### config.mk
export PLATFORM = sky130hd
export DESIGN_NAME = mec_ctrl
export DESIGN_NICKNAME = d
export VERILOG_FILES = /design/src/rtl/mec_pkg.sv /design/src/rtl/mec_ctrl.sv
export SDC_FILE = /design/constraint.sdc
export NUM_CORES = 1
export LEC_CHECK = 0
export BUFFER_PORTS_ARGS = -buffer_cell sky130_fd_sc_hd__buf_2
export CORE_AREA = 3 3 40 42
export DETAILED_ROUTE_END_ITERATION = 6
export DIE_AREA = 0 0 43 45
export PLACE_DENSITY = 0.35
export SKIP_LAST_GASP = 1
export SYNTH_ARGS = -nofsm -noshare
export SYNTH_HDL_FRONTEND = slang
export SYNTH_SLANG_ARGS = --single-unit
### constraint.sdc
create_clock -name i_clk -period 0.9 [get_ports i_clk]
set_input_delay 0.135 -clock i_clk [delete_from_list [all_inputs] [get_ports i_clk]]
set_output_delay 0.135 -clock i_clk [all_outputs]
set_load 0.005 [all_outputs]
### src/rtl/mec_pkg.sv
// ----------------------------------------------------------------------------
// mec_pkg
// Shared types and constants for the Mandelbrot escape counter.
// ----------------------------------------------------------------------------
package mec_pkg;

    localparam int DATA_W     = 32;
    localparam int PROD_W     = 2 * DATA_W;
    localparam int COUNT_W    = 16;
    localparam int APB_ADDR_W = 3;
    localparam int APB_DATA_W = 32;

    localparam logic [COUNT_W-1:0] MAX_ITER_RESET = 16'd256;

    // Word index of the configuration registers (paddr[2])
    localparam logic REG_MAX_ITER = 1'b0;

    typedef enum logic [1:0] {
        ST_IDLE,
        ST_MUL,
        ST_UPD
    } t_state;

    typedef struct packed {
        logic load;   // capture point, clear z and count
        logic mul;    // register the three products
        logic step;   // write back new z, bump count
        logic emit;   // load output register
    } t_dp_cmd;

    typedef struct packed {
        logic finish;
    } t_dp_status;

endpackage

### src/rtl/mec_ctrl.sv
// ----------------------------------------------------------------------------
// mec_ctrl
// Controller: sequences multiply and update cycles per iteration and owns
// the request handshakes on both channels.
// ----------------------------------------------------------------------------
module mec_ctrl import mec_pkg::*; (
    input  logic       i_clk,
    input  logic       i_rst_n,
    input  logic       i_valid,
    output logic       o_stall,
    output logic       o_valid,
    input  logic       i_stall,
    input  t_dp_status i_status,
    output t_dp_cmd    o_cmd
);

    t_state r_state;
    t_state n_state;
    logic   r_out_valid;
    logic   n_out_valid;
    logic   out_free;

    // output slot is free if empty or being drained this cycle
    assign out_free = !r_out_valid || !i_stall;

    always_ff @(posedge i_clk) begin
        if (!i_rst_n) begin
            r_state     <= ST_IDLE;
            r_out_valid <= 1'b0;
        end else begin
            r_state     <= n_state;
            r_out_valid <= n_out_valid;
        end
    end

    always_comb begin
        n_state = r_state;
        o_cmd   = '0;
        unique case (r_state)
            ST_IDLE: begin
                if (i_valid) begin
                    o_cmd.load = 1'b1;
                    n_state    = ST_MUL;
                end
            end
            ST_MUL: begin
                o_cmd.mul = 1'b1;
                n_state   = ST_UPD;
            end
            ST_UPD: begin
                if (i_status.finish) begin
                    // hold here until the output register can take the count
                    if (out_free) begin
                        o_cmd.emit = 1'b1;
                        n_state    = ST_IDLE;
                    end
                end else begin
                    o_cmd.step = 1'b1;
                    n_state    = ST_MUL;
                end
            end
            default: begin
                n_state = ST_IDLE;
            end
        endcase
    end

    always_comb begin
        n_out_valid = r_out_valid;
        if (o_cmd.emit) begin
            n_out_valid = 1'b1;
        end else if (r_out_valid && !i_stall) begin
            n_out_valid = 1'b0;
        end
    end

    assign o_stall = (r_state != ST_IDLE);
    assign o_valid = r_out_valid;

endmodule

==> results.sh, run 1 <==
export IMPL_violations="negative setup slack"
export IMPL_reg2reg_setup_slack_ps=50
export IMPL_antenna_found_initial=0
export IMPL_reg2reg_depth=4
export IMPL_rsz0062_at_grt="true"
export IMPL_end_kind="primary output"
export IMPL_fin_ws_ps=-255
export IMPL_cts_tree="built"
export IMPL_yosys_warnings=0
export IMPL_hold_buffers=0
export IMPL_rows=13
export IMPL_start_util_pct=13.1
export IMPL_holdPathStages=2
export IMPL_total_power_mw=0.452
export IMPL_period_needed_ps=1160
export IMPL_die_y_um=45
export IMPL_grt_pass1_vias=193
export IMPL_maxClockFrequency_ghz=0.866
export IMPL_instances_no_fill=49
export IMPL_hp_start="i_rst_n"
export IMPL_port_buffers=10
export IMPL_p_clk_share_pct=52.4
export IMPL_core_um2=1280
export IMPL_cts_made_buffers=3
export IMPL_overflow=0
export IMPL_routed_via_count=184
export IMPL_vias_per_cell=3.76
export IMPL_slew_viol_final=0
export IMPL_fin_util_pct=21.7
export IMPL_post_route_cells_drive_above_1_share_pct=58.8
export IMPL_crit_path_max_fanout=5
export IMPL_skew_ps=7.58
export IMPL_p_int_mw=0.347
export IMPL_ys_types=16
export IMPL_ys_seq_area_share_pct=35.6
export IMPL_insertion_delay_ps=230
export IMPL_swShare_pct=23.3
export IMPL_max_clock_path_buffers=2
export IMPL_power_density_nw_per_um2=1620
export IMPL_synth_nets=25
export IMPL_layout_nets=40
export IMPL_area_delta_synth_final_pct=65.2
export IMPL_dr_first_iter_drc_count=1
export IMPL_syn_inst=20
export IMPL_fin_crit_sh_pct=128
export IMPL_seq_power_share_pct=32.6
export IMPL_cp_slowest_cell="dfxtp_2"
export IMPL_ant_nets=0
export IMPL_grt_usage_pct=5.32
export IMPL_fp_dieW_um=43
export IMPL_vdd_ir_drop_max_mv=0.369
export IMPL_ys_ff_latch=3
export IMPL_clkTransAtPathRegs_ps=40
export IMPL_r2r_start="r_state[1]"
export IMPL_die_area_um2=1940
export IMPL_finalHoldViolCount=0
export IMPL_ioPinCount=11
export IMPL_power_switching_mw=0.105
export IMPL_htree_levels=1
export IMPL_place_gp_congestion=0.557
export IMPL_maxCapViolations=0
export IMPL_dpl_cell_count=43
export IMPL_path_class="flop to primary output"
export IMPL_hold_class="input pin to flop"
export IMPL_timing_final_setup_violations=5
export IMPL_syn_area_um2=169
export IMPL_combPwrFrac_pct=15.0
export IMPL_relSlewSlack_pct=91.6
export IMPL_worstMarginPinSlew_ps=126
export IMPL_routedWlPerCell_um=8.80
export IMPL_hold_slack_ps=156
export IMPL_outcome="finished with violations"
export IMPL_critical_path_max_stage_delay_ps=330
export IMPL_clockRootBuffer="clkbuf_4"
export IMPL_timing_rr_end="r_state[1]"
export IMPL_grt_max_degree=6
export IMPL_crit_path_start_kind="flop"
export IMPL_design_area_um2=279
export IMPL_syn_area_per_cell_um2=8.45
export IMPL_worstPathArrival_ps=1020
export IMPL_path_cells="nand3b_1 > a21oi_1 > buf_2"
export IMPL_drc=0
export IMPL_grt_pass1_wl_um=683
export IMPL_min_to="r_state[1]"
export IMPL_power_leakage_nw=0.136
export IMPL_hpwl_um=339
export IMPL_post_dp_cell_area_um2=223
export IMPL_drt_pass1_iter_count=4
export IMPL_cp_required_ps=760
export IMPL_clkSinkCount=3
export IMPL_n_antenna_cell=0
export IMPL_totalWireLength_um=431
[cell families (layout without fill, tap and decap cells)]
family,after synthesis,in the layout,share of synthesized area (%)
flip-flops,3,3,35.6
AO/OA/AOI/OAI,4,4,17.8
buffers and inverters,3,17,11.1
AND/OR/NAND/NOR,10,10,35.6
[flip-flops by register name, indices dropped and copies added (netlist names)]
| signal | cells |
|---|---|
| o_valid | 1 |
| r_state | 2 |
[through the flow]
step                      setup slack [ps]  setup TNS (ps)
final                                 -255            -879
after global routing                  -293           -1110
after CTS                             -258            -975
after detailed placement             0.151               0
after global placement                11.5               0
after floorplan                       48.7               0
[placed cells by master (no fill, tap or decap)]
cell type / count
dfxtp_2: 2
nor3b_2: 1
nand2b_1: 2
nor2b_4: 1
nand3_1: 1
dfxtp_1: 1
o2bb2ai_1: 1
buf_2: 10
clkbuf_1: 1
buf_4: 2
or2b_1: 1
clkbuf_4: 3
a21oi_1: 1
or2_1: 1
nand3b_1: 1
a21boi_1: 1
a21oi_2: 1
inv_1: 1
nor2_1: 1
nand2_1: 1
[Yosys cell counts, drive strengths merged]
library cell / count / area share, %
nand2: 1 / 2.2
or2b: 1 / 4.4
dfxtp: 3 / 36
nand3b: 1 / 4.4
nor2b: 1 / 3.7
or2: 1 / 3.7
a21boi: 1 / 4.4
buf: 2 / 8.9
a21oi: 2 / 8.1
inv: 1 / 2.2
nor2: 1 / 2.2
o2bb2ai: 1 / 5.2
nand3: 1 / 3.0
nor3b: 1 / 4.4
nand2b: 2 / 7.4
[repair_timing]
action | CTS | global route
cloned | 0 | 0
setup endpoints to repair | 5 | 5
gates resized for setup | 3 | 2
pin swaps | 1 | 0
hold endpoints to repair | 0 | 0
buffers inserted | 1 | 1
[metal layers]
layer | track usage [%] | wire length [um] | up-vias
li1 | - | - | 92
met1 | 3.61 | 141 | 87
met2 | 9.28 | 275 | 5
met3 | 2.39 | 14 | 0
met4 | 7.23 | 0 | 0
met5 | 0 | 0 | -
[area by class of cell]
type                       instances  area [um2]
tap                               15        18.8
inverter                           1        3.75
timing repair buffer              12        65.1
multi-input combinational         14         103
fill                             139        1010
sequential                         3        62.6
clock buffer                       4        26.3
[worst max-delay path by stage]
stage / start / end / depth (start not counted) / slack, ps
floorplan: r_state[0] / o_cmd[0] / 3 / 50
finish: r_state[0] / o_cmd[0] / 3 / -260
global route: r_state[1] / o_cmd[3] / 3 / -290
detailed placement: r_state[0] / o_cmd[0] / 3 / 0.2
CTS: r_state[0] / o_cmd[0] / 3 / -260
global placement: r_state[0] / o_cmd[0] / 3 / 10
[power groups by stage]
stage	clock (mW)	combinational, mW	sequential, mW
floorplan	0	0.0326	0.147
global placement	0	0.0558	0.148
detailed placement	0	0.0560	0.148
CTS	0.245	0.0610	0.147
global route	0.258	0.0746	0.149
finish	0.237	0.0678	0.148
[worst max-delay path: cells and delay by family (launching register included)]
family,cells,cell delay [ps]
buffers and inverters,1,130
AOI/OAI and AO/OA,1,130
and+or+nand+nor,1,200
DFF,1,330
Note: power is estimated with default switching activity, not from simulation.
==> run 2: changes to the inputs <==
--- a/config.mk
+++ b/config.mk
@@ -10,6 +10,7 @@
 export DETAILED_ROUTE_END_ITERATION = 6
 export DIE_AREA = 0 0 43 45
 export PLACE_DENSITY = 0.35
+export SETUP_SLACK_MARGIN = 0.2
 export SKIP_LAST_GASP = 1
 export SYNTH_ARGS = -nofsm -noshare
 export SYNTH_HDL_FRONTEND = slang
==> run 2 against run 1 <==
Against the previous run: the run still ends with negative setup slack left; setup slack about the same; die area unchanged; utilization increased by 3.0 points; non-clock buffer count increased by 3; via count increased by 6.5%.
==> results.sh, run 2 (same netlist as run 1, synthesis figures left out) <==
export IMPL_outcome="finished with violations"
export IMPL_violations="negative setup slack"
export IMPL_n_antenna_cell=0
export IMPL_area_delta_synth_final_pct=88.1
export IMPL_period_needed_ps=1160
export IMPL_port_buffers=10
export IMPL_layout_nets=43
export IMPL_grt_max_degree=7
export IMPL_insertion_delay_ps=230
export IMPL_overflow=0
export IMPL_cp_required_ps=760
export IMPL_fin_ws_ps=-255
export IMPL_grt_usage_pct=5.57
export IMPL_regMostFlops="r_state"
export IMPL_cp_slowest_cell="dfxtp_4"
export IMPL_drc=0
export IMPL_hold_class="input pin to flop"
export IMPL_hold_slack_ps=156
export IMPL_drt_pass1_iter_count=2
export IMPL_grt_pass1_wl_um=717
export IMPL_path_cells="buf_4 > buf_6 > nor2b_4 > buf_2"
export IMPL_power_density_nw_per_um2=1460
export IMPL_hpwl_um=292
export IMPL_worstMarginPinSlew_ps=150
export IMPL_routed_via_count=196
export IMPL_critPathBufInv=3
export IMPL_dr_first_iter_drc_count=1
export IMPL_crit_path_max_fanout=5
export IMPL_clkSinkCount=3
export IMPL_critical_path_max_stage_delay_ps=340
export IMPL_cts_tree="built"
export IMPL_finalHoldViolCount=0
export IMPL_relSlewSlack_pct=90.0
export IMPL_ioPinCount=11
export IMPL_die_area_um2=1940
export IMPL_instances_no_fill=52
export IMPL_grt_pass1_vias=178
export IMPL_htree_levels=1
export IMPL_crit_path_start_kind="flop"
export IMPL_power_leakage_nw=0.152
export IMPL_vias_per_cell=3.77
export IMPL_fillers=142
export IMPL_clockRootBuffer="clkbuf_4"
export IMPL_vdd_ir_drop_max_mv=0.946
export IMPL_routedWlPerCell_um=8.79
export IMPL_dpl_cell_count=44
export IMPL_end_kind="primary output"
export IMPL_layout_commonest_cell="buf_2"
export IMPL_antenna_found_initial=0
export IMPL_post_route_cells_drive_above_1_share_pct=67.6
export IMPL_skew_ps=0.193
export IMPL_place_gp_congestion=0.677
export IMPL_ant_nets=0
export IMPL_final_cell_mix="buf_2, clkbuf_4, buf_4"
export IMPL_maxCapViolations=0
export IMPL_worstPathArrival_ps=1020
export IMPL_cts_made_buffers=3
export IMPL_clkTransAtPathRegs_ps=40
export IMPL_path_delay_family="buffers and inverters"
export IMPL_core_um2=1280
export IMPL_largest_reg_flops=2
export IMPL_slew_viol_final=0
export IMPL_fin_crit_sh_pct=128
export IMPL_fp_dieW_um=43
export IMPL_path_class="flop to primary output"
export IMPL_maxClockFrequency_ghz=0.865
export IMPL_max_clock_path_buffers=2
export IMPL_totalWireLength_um=457
export IMPL_timing_final_setup_violations=7
export IMPL_hold_buffers=0
export IMPL_start_util_pct=13.1
export IMPL_rows=13
export IMPL_die_y_um=45
export IMPL_rsz0062_at_grt="true"
[run 2: cell types whose count changed in the layout (fill, tap and decap cells not counted), sizes merged]
cell	before	now
buf	12	15
[run 2: metal layers]
| metal | vias up | routed length (um) | track usage, % |
|---|---|---|---|
| met2 | 12 | 166 | 7.49 |
| met3 | 0 | 78 | 6.37 |
| met4 | 0 | 0 | 1.81 |
| met1 | 83 | 212 | 5.53 |
| met5 | - | 0 | 0 |
| li1 | 101 | - | - |
[run 2: path summary, 6_finish.rpt]
check | start | to | slack [ps] | cells after the start
worst min-delay path | i_rst_n | r_state[1] | 160 | 2
worst max register to register | r_state[0] | o_valid | -90 | 4
worst max-delay path | r_state[1] | o_cmd[2] | -260 | 4
worst min register to register | o_valid | o_valid | 480 | 2
[run 2: timing repair]
action	4_1_cts	5_1_grt
gates cloned	0	0
setup buffers	2	2
setup endpoints to repair	9	9
resized for setup	4	3
pin swaps	3	2
[run 2: final cells by class]
class                      instances  area [um2]  area share, %
timing repair buffer              15        95.1           29.9
sequential                         3        66.3           20.9
clock buffer                       4        26.3           8.27
tap                               15        18.8           5.91
multi-input combinational         14         108           33.9
inverter                           1        3.75           1.18
[run 2: report_power, final]
group / switching (mW) / internal (mW) / total (mW) / leakage, nW
Clock: 0.0715 / 0.166 / 0.238 / 0.0150
Combinational: 0.0309 / 0.0477 / 0.0786 / 0.111
Sequential: 0.00686 / 0.139 / 0.146 / 0.0261
[run 2: per-stage QoR]
| step | util [%] | area (um2) | total power, mW | setup TNS, ps | setup WS [ps] |
|---|---|---|---|---|---|
| floorplan | - | 174 | 0.182 | 0 | 51.4 |
| CTS | 22.6 | 290 | 0.461 | -1120 | -260 |
| global route | 24.7 | 318 | 0.502 | -1550 | -341 |
| detailed placement | 18.3 | 235 | 0.207 | -6.19 | -6.19 |
| global placement | 18.3 | 235 | 0.207 | 0 | 8.71 |
| finish | 24.7 | 318 | 0.463 | -1170 | -255 |
